==> config.mk <==
export PLATFORM = sky130hd
export DESIGN_NAME = binary_inner_outline_3x3_core
export DESIGN_NICKNAME = d
export VERILOG_FILES = /design/src/bio3_pkg.sv /design/src/bio3_line_buf.sv /design/src/bio3_col_cell.sv /design/src/binary_inner_outline_3x3_core.sv
export SDC_FILE = /design/constraint.sdc
export NUM_CORES = 2
export LEC_CHECK = 0
export ABC_CLOCK_PERIOD_IN_PS = 15250
export BUFFER_PORTS_ARGS = -buffer_cell sky130_fd_sc_hd__buf_2
export CAP_MARGIN = 10
export CELL_PAD_IN_SITES_DETAIL_PLACEMENT = 1
export CELL_PAD_IN_SITES_GLOBAL_PLACEMENT = 2
export CORE_AREA = 2 2 485 487
export CTS_CLUSTER_SIZE = 28
export DETAILED_ROUTE_END_ITERATION = 8
export DIE_AREA = 0 0 487 489
export PLACE_DENSITY = 0.78
export SLEW_MARGIN = 20
export SYNTH_ARGS = -nofsm -noshare
export SYNTH_HDL_FRONTEND = slang
export SYNTH_SLANG_ARGS = --single-unit
==> constraint.sdc <==
create_clock -name i_clk -period 15.25 [get_ports i_clk]
set_input_delay 2.2875 -clock i_clk [delete_from_list [all_inputs] [get_ports i_clk]]
set_output_delay 2.2875 -clock i_clk [all_outputs]
set_load 0.01 [all_outputs]
==> src/bio3_pkg.sv <==
// ----------------------------------------------------------------------------
// bio3_pkg: shared definitions for the binary inner outline block
// Sizes, register indexes and the control records passed between modules.
// ----------------------------------------------------------------------------
package bio3_pkg;

    // image limits and field widths
    localparam int MAX_WIDTH  = 1024;
    localparam int MAX_HEIGHT = 1024;
    localparam int POS_W      = 10;   // row and column index width
    localparam int DIM_W      = 11;   // register and counter width
    localparam int CFG_IDX_W  = 1;

    // register indexes
    localparam logic [CFG_IDX_W-1:0] REG_IMAGE_WIDTH  = 1'b0;
    localparam logic [CFG_IDX_W-1:0] REG_IMAGE_HEIGHT = 1'b1;

    // line store entry: bit 0 two rows up, bit 1 one row up
    typedef logic [1:0] t_lb_word;

    // line store write request
    typedef struct packed {
        logic             en;
        logic [POS_W-1:0] addr;
        t_lb_word         data;
    } t_lb_wr;

    // line store read request
    typedef struct packed {
        logic             en;
        logic [POS_W-1:0] addr;
    } t_lb_rd;

    // window column cell control
    typedef struct packed {
        logic shift;
        logic clear;
    } t_cell_ctrl;

endpackage

==> src/bio3_line_buf.sv <==
// ----------------------------------------------------------------------------
// bio3_line_buf: two-row line store
// One memory word per column holds the two previous rows; registered read
// with bypass of a write that lands on the same edge as the read.
// ----------------------------------------------------------------------------
module bio3_line_buf (
    input  logic            i_clk,
    input  logic            i_rst_n,
    input  bio3_pkg::t_lb_rd i_rd,
    input  bio3_pkg::t_lb_wr i_wr,
    output bio3_pkg::t_lb_word o_rd_data
);
    import bio3_pkg::*;

    t_lb_word r_mem [MAX_WIDTH];
    t_lb_word r_q;
    t_lb_word r_fwd_data;
    logic     r_fwd;

    // memory write port
    always_ff @(posedge i_clk) begin
        if (i_wr.en) begin
            r_mem[i_wr.addr] <= i_wr.data;
        end
    end

    // registered read, held until the next read request
    always_ff @(posedge i_clk) begin
        if (i_rd.en) begin
            r_q        <= r_mem[i_rd.addr];
            r_fwd_data <= i_wr.data;
        end
    end

    // bypass flag for a same-edge write to the read column
    always_ff @(posedge i_clk) begin
        if (!i_rst_n) begin
            r_fwd <= 1'b0;
        end else if (i_rd.en) begin
            r_fwd <= i_wr.en && (i_wr.addr == i_rd.addr);
        end
    end

    assign o_rd_data = r_fwd ? r_fwd_data : r_q;

endmodule

==> src/bio3_col_cell.sv <==
// ----------------------------------------------------------------------------
// bio3_col_cell: one column of the 3x3 window
// Holds three vertical bits and hands them to its left neighbor on a shift.
// ----------------------------------------------------------------------------
module bio3_col_cell (
    input  logic                 i_clk,
    input  logic                 i_rst_n,
    input  bio3_pkg::t_cell_ctrl i_ctrl,
    input  logic [2:0]           i_col,
    output logic [2:0]           o_col
);
    import bio3_pkg::*;

    logic [2:0] r_col;

    // column storage: bit 0 top, bit 2 bottom
    always_ff @(posedge i_clk) begin
        if (!i_rst_n) begin
            r_col <= '0;
        end else if (i_ctrl.clear) begin
            r_col <= '0;
        end else if (i_ctrl.shift) begin
            r_col <= i_col;
        end
    end

    assign o_col = r_col;

endmodule

==> src/binary_inner_outline_3x3_core.sv <==
// ----------------------------------------------------------------------------
// binary_inner_outline_3x3_core: streaming 3x3 inner outline of a binary image
// Line store plus a chain of two window column cells; each pixel is XORed
// with its 3x3 erosion, neighbors outside the image left out.
// ----------------------------------------------------------------------------
// Throughput: one request per cycle, pixels and flushes alike, while the
//   result side takes the results; the result of a pixel leaves with the
//   request image_width+1 positions later.
// Pipeline: accept edge reads the line store; the edge on which stage 1
//   advances shifts the window and loads the output register.
// Reset: synchronous, active low; clears counters, window and handshake
//   state, registers return to 1024; line store contents are not cleared.
// ----------------------------------------------------------------------------
module binary_inner_outline_3x3_core (
    input  logic                           i_clk,
    input  logic                           i_rst_n,
    // configuration write port
    input  logic                           i_cfg_we,
    input  logic [bio3_pkg::CFG_IDX_W-1:0] i_cfg_idx,
    input  logic [bio3_pkg::DIM_W-1:0]     i_cfg_data,
    // pixel requests
    input  logic                           s_axis_tvalid,
    output logic                           s_axis_tready,
    input  logic [7:0]                     s_axis_tdata,   // [0] pixel_value
    input  logic [0:0]                     s_axis_tuser,   // [0] flush_tick
    // outline results
    output logic                           m_axis_tvalid,
    input  logic                           m_axis_tready,
    output logic [23:0]                    m_axis_tdata,   // [0] outline_bit,
                                                           // [10:1] out_row,
                                                           // [20:11] out_col
    output logic                           m_axis_tlast    // frame_end
);
    import bio3_pkg::*;

    // configuration and position state
    logic [DIM_W-1:0] r_width, r_height;
    logic [POS_W-1:0] r_in_col, r_in_line, r_em_col, r_em_line;
    logic [DIM_W-1:0] r_lag, r_pend;

    // stage 1 state
    logic             r_s1_valid, r_s1_emit, r_s1_shift, r_s1_write, r_s1_pix;
    logic [POS_W-1:0] r_s1_addr, r_s1_row, r_s1_col;
    logic [3:0]       r_s1_mask;   // top row, bottom row, left col, right col
    logic             r_s1_last;

    // output register
    logic             r_o_valid;
    logic [23:0]      r_o_data;
    logic             r_o_last;

    // next values of stage 0 state
    logic [POS_W-1:0] n_in_col, n_in_line, n_em_col, n_em_line;
    logic [DIM_W-1:0] n_lag, n_pend;

    logic [DIM_W-1:0] w_dim, h_dim, w_plus1, k_cnt;
    logic [DIM_W-1:0] lag_b, pend_b;
    logic [POS_W-1:0] em_col_b, em_line_b, rd_addr;
    logic             is_pix, flush_ok, emit, shift, accept, out_free, s1_adv;
    logic [3:0]       mask;
    logic             last;

    t_lb_rd     lb_rd;
    t_lb_wr     lb_wr;
    t_lb_word   lb_q;
    t_cell_ctrl cell_ctrl;
    logic [2:0] stack, col1, col2;
    logic [8:0] n_win;
    logic       ero, outline;

    // clamped image dimensions
    always_comb begin
        priority if (r_width == '0) begin
            w_dim = DIM_W'(1);
        end else if (r_width > DIM_W'(MAX_WIDTH)) begin
            w_dim = DIM_W'(MAX_WIDTH);
        end else begin
            w_dim = r_width;
        end
        priority if (r_height == '0) begin
            h_dim = DIM_W'(1);
        end else if (r_height > DIM_W'(MAX_HEIGHT)) begin
            h_dim = DIM_W'(MAX_HEIGHT);
        end else begin
            h_dim = r_height;
        end
    end

    assign w_plus1 = w_dim + DIM_W'(1);
    assign k_cnt   = r_lag - r_pend;

    // handshake
    assign out_free      = !r_o_valid || m_axis_tready;
    assign s1_adv        = r_s1_valid && (!r_s1_emit || out_free);
    assign s_axis_tready = !r_s1_valid || s1_adv;
    assign accept        = s_axis_tvalid && s_axis_tready;
    assign is_pix        = !s_axis_tuser[0];

    // stage 0: counters, emit decision and read column
    always_comb begin
        flush_ok = (r_pend != '0) && (r_in_col == '0) && (r_in_line == '0);
        // a pixel after partial flushing starts over at the input position
        if (is_pix && (r_lag != r_pend)) begin
            lag_b     = '0;
            pend_b    = '0;
            em_col_b  = r_in_col;
            em_line_b = r_in_line;
        end else begin
            lag_b     = r_lag;
            pend_b    = r_pend;
            em_col_b  = r_em_col;
            em_line_b = r_em_line;
        end
        shift = is_pix || flush_ok;
        emit  = shift && (lag_b == w_plus1);

        // read column
        if (is_pix) begin
            rd_addr = r_in_col;
        end else if (k_cnt < w_dim) begin
            rd_addr = k_cnt[POS_W-1:0];
        end else begin
            rd_addr = '0;
        end

        // lag and pending counts
        n_lag  = lag_b;
        n_pend = pend_b;
        if (shift && !emit) begin
            n_lag = lag_b + DIM_W'(1);
        end
        if (is_pix && !emit) begin
            n_pend = pend_b + DIM_W'(1);
        end else if (!is_pix && emit) begin
            n_pend = pend_b - DIM_W'(1);
        end

        // border masks and end of image for the emitted position
        mask[0] = em_line_b != '0;
        mask[1] = ({1'b0, em_line_b} + DIM_W'(1)) < h_dim;
        mask[2] = em_col_b != '0;
        mask[3] = ({1'b0, em_col_b} + DIM_W'(1)) < w_dim;
        last    = (({1'b0, em_line_b} + DIM_W'(1)) == h_dim)
               && (({1'b0, em_col_b} + DIM_W'(1)) == w_dim);

        // emit position advance
        n_em_col  = em_col_b;
        n_em_line = em_line_b;
        if (emit) begin
            if (({1'b0, em_col_b} + DIM_W'(1)) >= w_dim) begin
                n_em_col = '0;
                if (({1'b0, em_line_b} + DIM_W'(1)) >= h_dim) begin
                    n_em_line = '0;
                end else begin
                    n_em_line = em_line_b + POS_W'(1);
                end
            end else begin
                n_em_col = em_col_b + POS_W'(1);
            end
        end

        // input position advance
        n_in_col  = r_in_col;
        n_in_line = r_in_line;
        if (is_pix) begin
            if (({1'b0, r_in_col} + DIM_W'(1)) >= w_dim) begin
                n_in_col = '0;
                if (({1'b0, r_in_line} + DIM_W'(1)) >= h_dim) begin
                    n_in_line = '0;
                end else begin
                    n_in_line = r_in_line + POS_W'(1);
                end
            end else begin
                n_in_col = r_in_col + POS_W'(1);
            end
        end
    end

    // configuration and stage 0 state
    always_ff @(posedge i_clk) begin
        if (!i_rst_n) begin
            r_width   <= DIM_W'(MAX_WIDTH);
            r_height  <= DIM_W'(MAX_HEIGHT);
            r_in_col  <= '0;
            r_in_line <= '0;
            r_em_col  <= '0;
            r_em_line <= '0;
            r_lag     <= '0;
            r_pend    <= '0;
        end else if (i_cfg_we) begin
            unique case (i_cfg_idx)
                REG_IMAGE_WIDTH:  r_width  <= i_cfg_data;
                REG_IMAGE_HEIGHT: r_height <= i_cfg_data;
                default:          r_width  <= r_width;
            endcase
            r_in_col  <= '0;
            r_in_line <= '0;
            r_em_col  <= '0;
            r_em_line <= '0;
            r_lag     <= '0;
            r_pend    <= '0;
        end else if (accept) begin
            r_in_col  <= n_in_col;
            r_in_line <= n_in_line;
            r_em_col  <= n_em_col;
            r_em_line <= n_em_line;
            r_lag     <= n_lag;
            r_pend    <= n_pend;
        end
    end

    // stage 1 control
    always_ff @(posedge i_clk) begin
        if (!i_rst_n) begin
            r_s1_valid <= 1'b0;
        end else if (accept) begin
            r_s1_valid <= 1'b1;
        end else if (s1_adv) begin
            r_s1_valid <= 1'b0;
        end
    end

    // stage 1 payload
    always_ff @(posedge i_clk) begin
        if (accept) begin
            r_s1_emit  <= emit;
            r_s1_shift <= shift;
            r_s1_write <= is_pix;
            r_s1_pix   <= is_pix && s_axis_tdata[0];
            r_s1_addr  <= rd_addr;
            r_s1_row   <= em_line_b;
            r_s1_col   <= em_col_b;
            r_s1_mask  <= mask;
            r_s1_last  <= last;
        end
    end

    // line store access
    assign lb_rd.en   = accept;
    assign lb_rd.addr = rd_addr;
    assign lb_wr.en   = s1_adv && r_s1_write;
    assign lb_wr.addr = r_s1_addr;
    assign lb_wr.data = {r_s1_pix, lb_q[1]};

    bio3_line_buf u_line_buf (
        .i_clk     (i_clk),
        .i_rst_n   (i_rst_n),
        .i_rd      (lb_rd),
        .i_wr      (lb_wr),
        .o_rd_data (lb_q)
    );

    // window column chain: new column enters on the right
    assign stack           = {r_s1_pix, lb_q[1], lb_q[0]};
    assign cell_ctrl.shift = s1_adv && r_s1_shift;
    assign cell_ctrl.clear = i_cfg_we;

    bio3_col_cell u_cell_right (
        .i_clk (i_clk), .i_rst_n (i_rst_n), .i_ctrl (cell_ctrl),
        .i_col (stack), .o_col (col2)
    );

    bio3_col_cell u_cell_mid (
        .i_clk (i_clk), .i_rst_n (i_rst_n), .i_ctrl (cell_ctrl),
        .i_col (col2), .o_col (col1)
    );

    // erosion over the shifted window, border neighbors left out
    always_comb begin
        n_win = {stack, col2, col1};
        ero   = 1'b1;
        for (int c = 0; c < 3; c++) begin
            for (int r = 0; r < 3; r++) begin
                if (((r != 0) || r_s1_mask[0]) && ((r != 2) || r_s1_mask[1])
                    && ((c != 0) || r_s1_mask[2]) && ((c != 2) || r_s1_mask[3])
                    && !n_win[c*3 + r]) begin
                    ero = 1'b0;
                end
            end
        end
        outline = n_win[4] ^ ero;
    end

    // output register control
    always_ff @(posedge i_clk) begin
        if (!i_rst_n) begin
            r_o_valid <= 1'b0;
        end else if (s1_adv && r_s1_emit) begin
            r_o_valid <= 1'b1;
        end else if (m_axis_tready) begin
            r_o_valid <= 1'b0;
        end
    end

    // output register payload
    always_ff @(posedge i_clk) begin
        if (s1_adv && r_s1_emit) begin
            r_o_data <= {3'b000, r_s1_col, r_s1_row, outline};
            r_o_last <= r_s1_last;
        end
    end

    assign m_axis_tvalid = r_o_valid;
    assign m_axis_tdata  = r_o_data;
    assign m_axis_tlast  = r_o_last;

endmodule

# After elaboration in Yosys (flattened, before gate mapping)
# Memory sizes are Yosys's and may differ from the RTL's. A register that Yosys moved wholly into a read port is not among the register bits.
# Cells that the tools add are included.
# word_totals
mem_count	1
reg_bits	156
ram_bits	2048
input_bits	26
rom_bits	0
latch_bits	0
wordCells	151
# classes
multipliers	0
n_bitwise	4
addsub	13
order_cmp	9
mux	36
n_reduce_logical	58
n_eq_ne	5
n_div	0
n_shift	0
# memory_table
name	depth	word_bits	rd	rd_clocked_by_memory_dff	write_ports	line	rtl
u_line_buf.r_mem	1024	2	1	1	1	bio3_line_buf.sv:15	t_lb_word r_mem [MAX_WIDTH];
# op_table
op	count
10-bit two-way mux	11
11-bit two-way mux	9
10-bit by 1-bit adder with 11-bit output, second input constant	4
11-bit greater-or-equal comparator	4
10-bit by 1-bit adder with 10-bit output, second input constant	4
11-bit by 1-bit adder with 11-bit output, second input constant	3
11-bit equality test	3
11-bit < comparator	3
1-bit logical AND	27
11-bit > comparator, second input constant	2
11-bit zero test	2
10-bit zero test	2
10-bit nonzero test	2
1-bit two-way mux	15
1-bit zero test	13
11-bit inequality test	1
11-bit nonzero test	1
11-bit by 1-bit subtractor with 11-bit output, second input constant	1
11-bit subtractor	1
10-bit equality test	1
2-bit AND reduction	3
1-bit logical OR	4
2-bit nonzero test	2
1-bit NOT	3
other kinds (4)	4

# Depth between registers and ports, before layout
# depth
depth_word	12
ltp_mapped	29
mapped_depth_nobuf	25

# By module
# Synthesis repeated with hierarchy kept, for this count alone.
# hier_totals
hier_cells	5882
hier_area_um2	93623.5
# by_module_without_submodules
mod	cells_each	seq_area_each_um2	area_each_um2	instances
bio3_line_buf	4796	61639.1	83920.5	1
binary_inner_outline_3x3_core	1066	3553.4	9487.8	1
bio3_col_cell	10	60.1	107.6	2

# Least setup slack after synthesis
# OpenSTA, ideal clock, no wires.
# synth_path
path_type	register -> register
startpoint	register r_s1_pix
endpoint	register u_line_buf.r_fwd_data[1] (data pin)
path_buffers	0
setup_slack_ns	0.513
setup_time_ns	2.679
path_stages_with_launch	1
required_ns	12.571
arrival_ns	12.058
cell_sequence	edfxtp_1
# synth_rtl
item	line	rtl
from (decl)	binary_inner_outline_3x3_core.sv:42	logic r_s1_valid, r_s1_emit, r_s1_shift, r_s1_write, r_s1_pix;
from (signal assigned)	binary_inner_outline_3x3_core.sv:229	r_s1_pix <= is_pix && s_axis_tdata[0];
to (signal assigned)	bio3_line_buf.sv:31	r_fwd_data <= i_wr.data;
to (decl)	bio3_line_buf.sv:17	t_lb_word r_fwd_data;
# No word-level cell between the ends.

# Final worst setup path
# layout_path
startpoint	register r_pend[4]
endpoint	register u_line_buf.r_q[1] (read register of u_line_buf.r_mem) (data pin)
# layout_between
elab_chain_cells	4
# layout_lines
item	line	rtl
from (decl)	binary_inner_outline_3x3_core.sv:39	logic [DIM_W-1:0] r_lag, r_pend;
from (signal assigned)	binary_inner_outline_3x3_core.sv:208	r_pend <= n_pend;
11-bit subtractor (*)	binary_inner_outline_3x3_core.sv:90	assign k_cnt = r_lag - r_pend;
11-bit < comparator	binary_inner_outline_3x3_core.sv:120	end else if (k_cnt < w_dim) begin
10-bit two-way mux (*)	binary_inner_outline_3x3_core.sv:120	
10-bit two-way mux (*)	binary_inner_outline_3x3_core.sv:118	if (is_pix) begin
to (decl)	bio3_line_buf.sv:16	t_lb_word r_q;
# Every way passes the cells marked *; elsewhere a longest branch is shown, timed or not.
# A chain may end at the register's enable or synchronous reset.

==> summary by stage <==
Drt
Wires add up to between 300 and 400 mm. The count of nets left with antenna violations once routing finished came out at 0. The number of remaining DRC errors is 0. The first TritonRoute pass finished after 6 iterations. The per-cell routed wire length is 31.5 microns. In this run, the number of DRC markers left after iteration 0 of detailed routing was ~7.7k.

The via count of the routed design is ~65k. After detailed routing, the number of vias per cell comes to 6.10.

Synthesis
Of the post-synthesis cell area, the dominant cell type holds 66.8%. Of the synthesized area, sequential elements account for slightly below 70%. The cell taking the most area after synthesis is sky130_fd_sc_hd__edfxtp_1.

Ranked by instance count, the synthesized netlist is headed by sky130_fd_sc_hd__edfxtp_1, sky130_fd_sc_hd__nand2_1, sky130_fd_sc_hd__nor2_1. The netlist area before placement is ~95000 sq um. The post-synthesis async set-or-reset flop share is 0%. The number of flops mapped to enable cells by yosys is approximately 2.1k. The number of cells produced by synthesis is between 7k and 8k.

The synthesis warning total is 0. Among all flip-flop cells after synthesis, the most frequent one is sky130_fd_sc_hd__edfxtp_1. After synthesis the netlist holds a flip-flop and latch count of about 2.2k. The most repeated cell in the gate-level netlist after synthesis is sky130_fd_sc_hd__edfxtp_1.

After synthesis, the cell types taking the most area are sky130_fd_sc_hd__edfxtp_1, sky130_fd_sc_hd__nand2_1, sky130_fd_sc_hd__nor2_1, sky130_fd_sc_hd__mux4_2, sky130_fd_sc_hd__mux2i_1. The unique cell type count in the Yosys netlist is 90. A synthesized cell averages 12.8 sq um.

Timing
Setup violations remaining at the end of the flow were counted as 0. The number of hold-slack violations in the final timing report is 0. Setup slack closes at 5.99 ns. For this run, the top clock speed supported by timing is ~0.11 GHz.

The tightest slew margin relative to the limit is 17.4%. Final hold analysis gives a worst-case slack of approximately 0.42 ns. The worst path uses about 61% of the clock period. The max-slew violation count is 0. Between clock sinks in the finished design, the worst skew comes to roughly 0.033 ns. The post-layout minimum cycle time is just over 9 ns.

In the final timing run, aggregate negative setup slack is 0 ns. The pin slew with the least headroom to its limit is ~1.2 ns. Setup repair after global routing left no endpoint under its margin.

Min path
The class of the worst hold path is flip-flop to flip-flop.

Global routing
The number of antenna violations at the first check in global routing is 19. The total overflow left after global routing is 0. The number of global-route vias before repair was between 60k and 70k.

The first global-routing pass estimated between 400 and 500 mm of wire. The pin count of the biggest net entering global routing is 241. In the global route stage, overall resource usage came out at between 20% and 30%.

Clock tree
The number of buffers between clock root and the deepest sink is 3. The number of sinks driven by the clock tree is between 2k and 2.5k. The TritonCTS clock tree is done. The H-tree was split into 4 levels. At the later pin of the worst-skew pair, clock insertion delay measures approximately 0.90 ns.

The hold-fix buffer count after cts is 0. In this run the post-CTS setup repair buffer count came out at 0. The number of buffers created by CTS is 230.

The clock transition at the register clock pins on the worst setup and hold paths after CTS is ~0.06 ns. The root buffer cell chosen for the clock tree is sky130_fd_sc_hd__clkbuf_16. The number of gates resized after CTS was 0.

Setup path
The critical path launch point type is a flip-flop. The worst setup path is captured at a flip-flop. In this design, the stage delay of the slowest critical-path cell is around 0.71 ns. The most used cell along the critical path is sky130_fd_sc_hd__buf_4.

The endpoint arrival time on the critical path is ~10 ns. Broken down by cell family, the worst path's largest delay share belongs to buffers and inverters. The critical path is of the flip-flop to flip-flop type. The number of buffers and inverters on the critical path is 6.

For this design, the slowest cell found on the critical path is sky130_fd_sc_hd__buf_4. Data on the critical path is required at its endpoint by between 15 and 20 ns. The maximum fanout count along the critical path is 53.

Run status
The flow ran to the end, and the final reports show no timing, DRC or antenna violations.

Placed design
The post-placement worst setup slack is roughly 6.0 ns. Summed over all nets, the half-perimeter wirelength after detailed placement is around 190 mm. The congestion estimate from routability-driven global placement came to 0.860.

The count of input and output buffers is 42.

Floorplan
Pin placement for this block handled 53 I/O pins. The die span in x is 487 microns. The die height is approximately 490 microns. In this run the standard cell core region covers 234000 sq um.

The initial standard-cell utilization of the core is about two fifths. The die covers ~240000 sq um. The number of core rows is around 180.

Cells and area
The signed area change from the synthesized netlist to the final layout is 11.2%. In the final design database the tool counted 7430 nets. Cells with a size suffix above 1 make up about a tenth of the layout. Cells fill 45.2% of the core in the end.

Pwr
In this run the static leakage power is around 34 nW. The power density relative to cell area is about 120 nW/um^2. VDD sags by at most 0.000124 V.

Job
The tool flagged a number of max-cap violations equal to 0.
flip-flops by register name, summed over array words and instances, names as in the netlist, 2 cells and up:
signal                 count
u_line_buf.r_mem        2048
m_axis_tdata              21
r_height                  11
r_lag                     11
r_pend                    11
r_width                   11
r_em_col                  10
r_em_line                 10
r_in_col                  10
r_in_line                 10
r_s1_addr                 10
r_s1_col                  10
r_s1_row                  10
r_s1_mask                  4
u_cell_mid.o_col           3
u_cell_right.o_col         3
u_line_buf.r_fwd_data      2
u_line_buf.r_q             2
cell type report:
type / instances / area (sq um)
clock buffer: 291 / 6070
multi-input combinational: 4590 / 27300
clock inverter: 131 / 1060
antenna: 7 / 17.5
sequential: 2206 / 65300
tap: 3060 / 3830
timing repair buffer: 227 / 1770
fill: 23700 / 128000
inverter: 72 / 304
worst reg2reg max path: cells and delay by family, from the launching register on:
family / cells / cell delay [ns]
compound gates: 11 / 2.87
xor+xnor: 1 / 0.15
fa+ha+maj: 2 / 0.74
buf+inv: 6 / 3.05
flops: 1 / 0.42
simple gates: 7 / 1.87
cell families (layout without fill, tap and decap cells):
| family | after synthesis | after routing | synth area share [%] |
|---|---|---|---|
| DFF | 2206 | 2206 | 68.7 |
| other | 1 | 10 | 0.00395 |
| AOI/OAI and AO/OA | 947 | 947 | 6.68 |
| buffers and inverters | 619 | 721 | 2.97 |
| xor gates and xnor gates | 68 | 68 | 0.641 |
| adders and majority gates | 77 | 77 | 1.02 |
| muxes | 430 | 430 | 6.48 |
| and+or+nand+nor | 3065 | 3065 | 13.5 |
where the power goes:
part / switching, mW / leakage, nW / internal, mW
clock: 2.41 / 3.48 / 3.04
sequential: 0.0118 / 19.9 / 6.73
combinational: 0.605 / 11.1 / 0.191
layer usage:
metal	up-vias	global-route usage, %	routed length [microns]
met5	-	0	82
met1	33800	36.3	132000
met3	648	5.03	28900
met2	2952	45.4	158000
li1	27200	-	-
met4	12	10.9	14200
final timing paths:
| path | start | end | slack (ns) | depth (start not counted) |
|---|---|---|---|---|
| worst max register to register | r_pend[4]$_SDFFE_PP0P_ | u_line_buf.r_q[1]$_DFFE_PP_ | 5.99 | 27 |
| worst min-delay path | r_s1_row[0]$_DFFE_PP_ | m_axis_tdata[1]$_DFFE_PP_ | 0.42 | 0 |
| worst min register to register | r_s1_row[0]$_DFFE_PP_ | m_axis_tdata[1]$_DFFE_PP_ | 0.42 | 0 |
| worst max-delay path | r_pend[4]$_SDFFE_PP0P_ | u_line_buf.r_q[1]$_DFFE_PP_ | 5.99 | 27 |
per-stage QoR:
step / instance area, sq um / power [mW] / cells
CTS: 106000 / 13.0 / 10600
global route: 106000 / 13.3 / 10600
global placement: 98400 / 7.64 / 10200
floorplan: 95000 / 7.42 / 7415
finish: 106000 / 13.0 / 10600
detailed placement: 98400 / 7.66 / 10200
layout by cell type (no fill, tap or decap), drive strengths merged, types with 52 or more instances in the layout:
cell / Yosys / final
edfxtp: 2113 / 2113
nand2: 1198 / 1198
nor2: 1173 / 1173
nand3: 381 / 381
clkbuf: 308 / 291
mux2i: 279 / 279
a21oi: 271 / 271
buf: 239 / 227
mux4: 148 / 148
o21ai: 129 / 129
clkinv: 5 / 104
dfxtp: 93 / 93
inv: 67 / 79
ha: 76 / 76
a32oi: 71 / 71
nor3: 70 / 70
a31oi: 62 / 62
o221ai: 60 / 60
and3: 53 / 53
o22ai: 52 / 52
(Power assumes the default switching activity.)
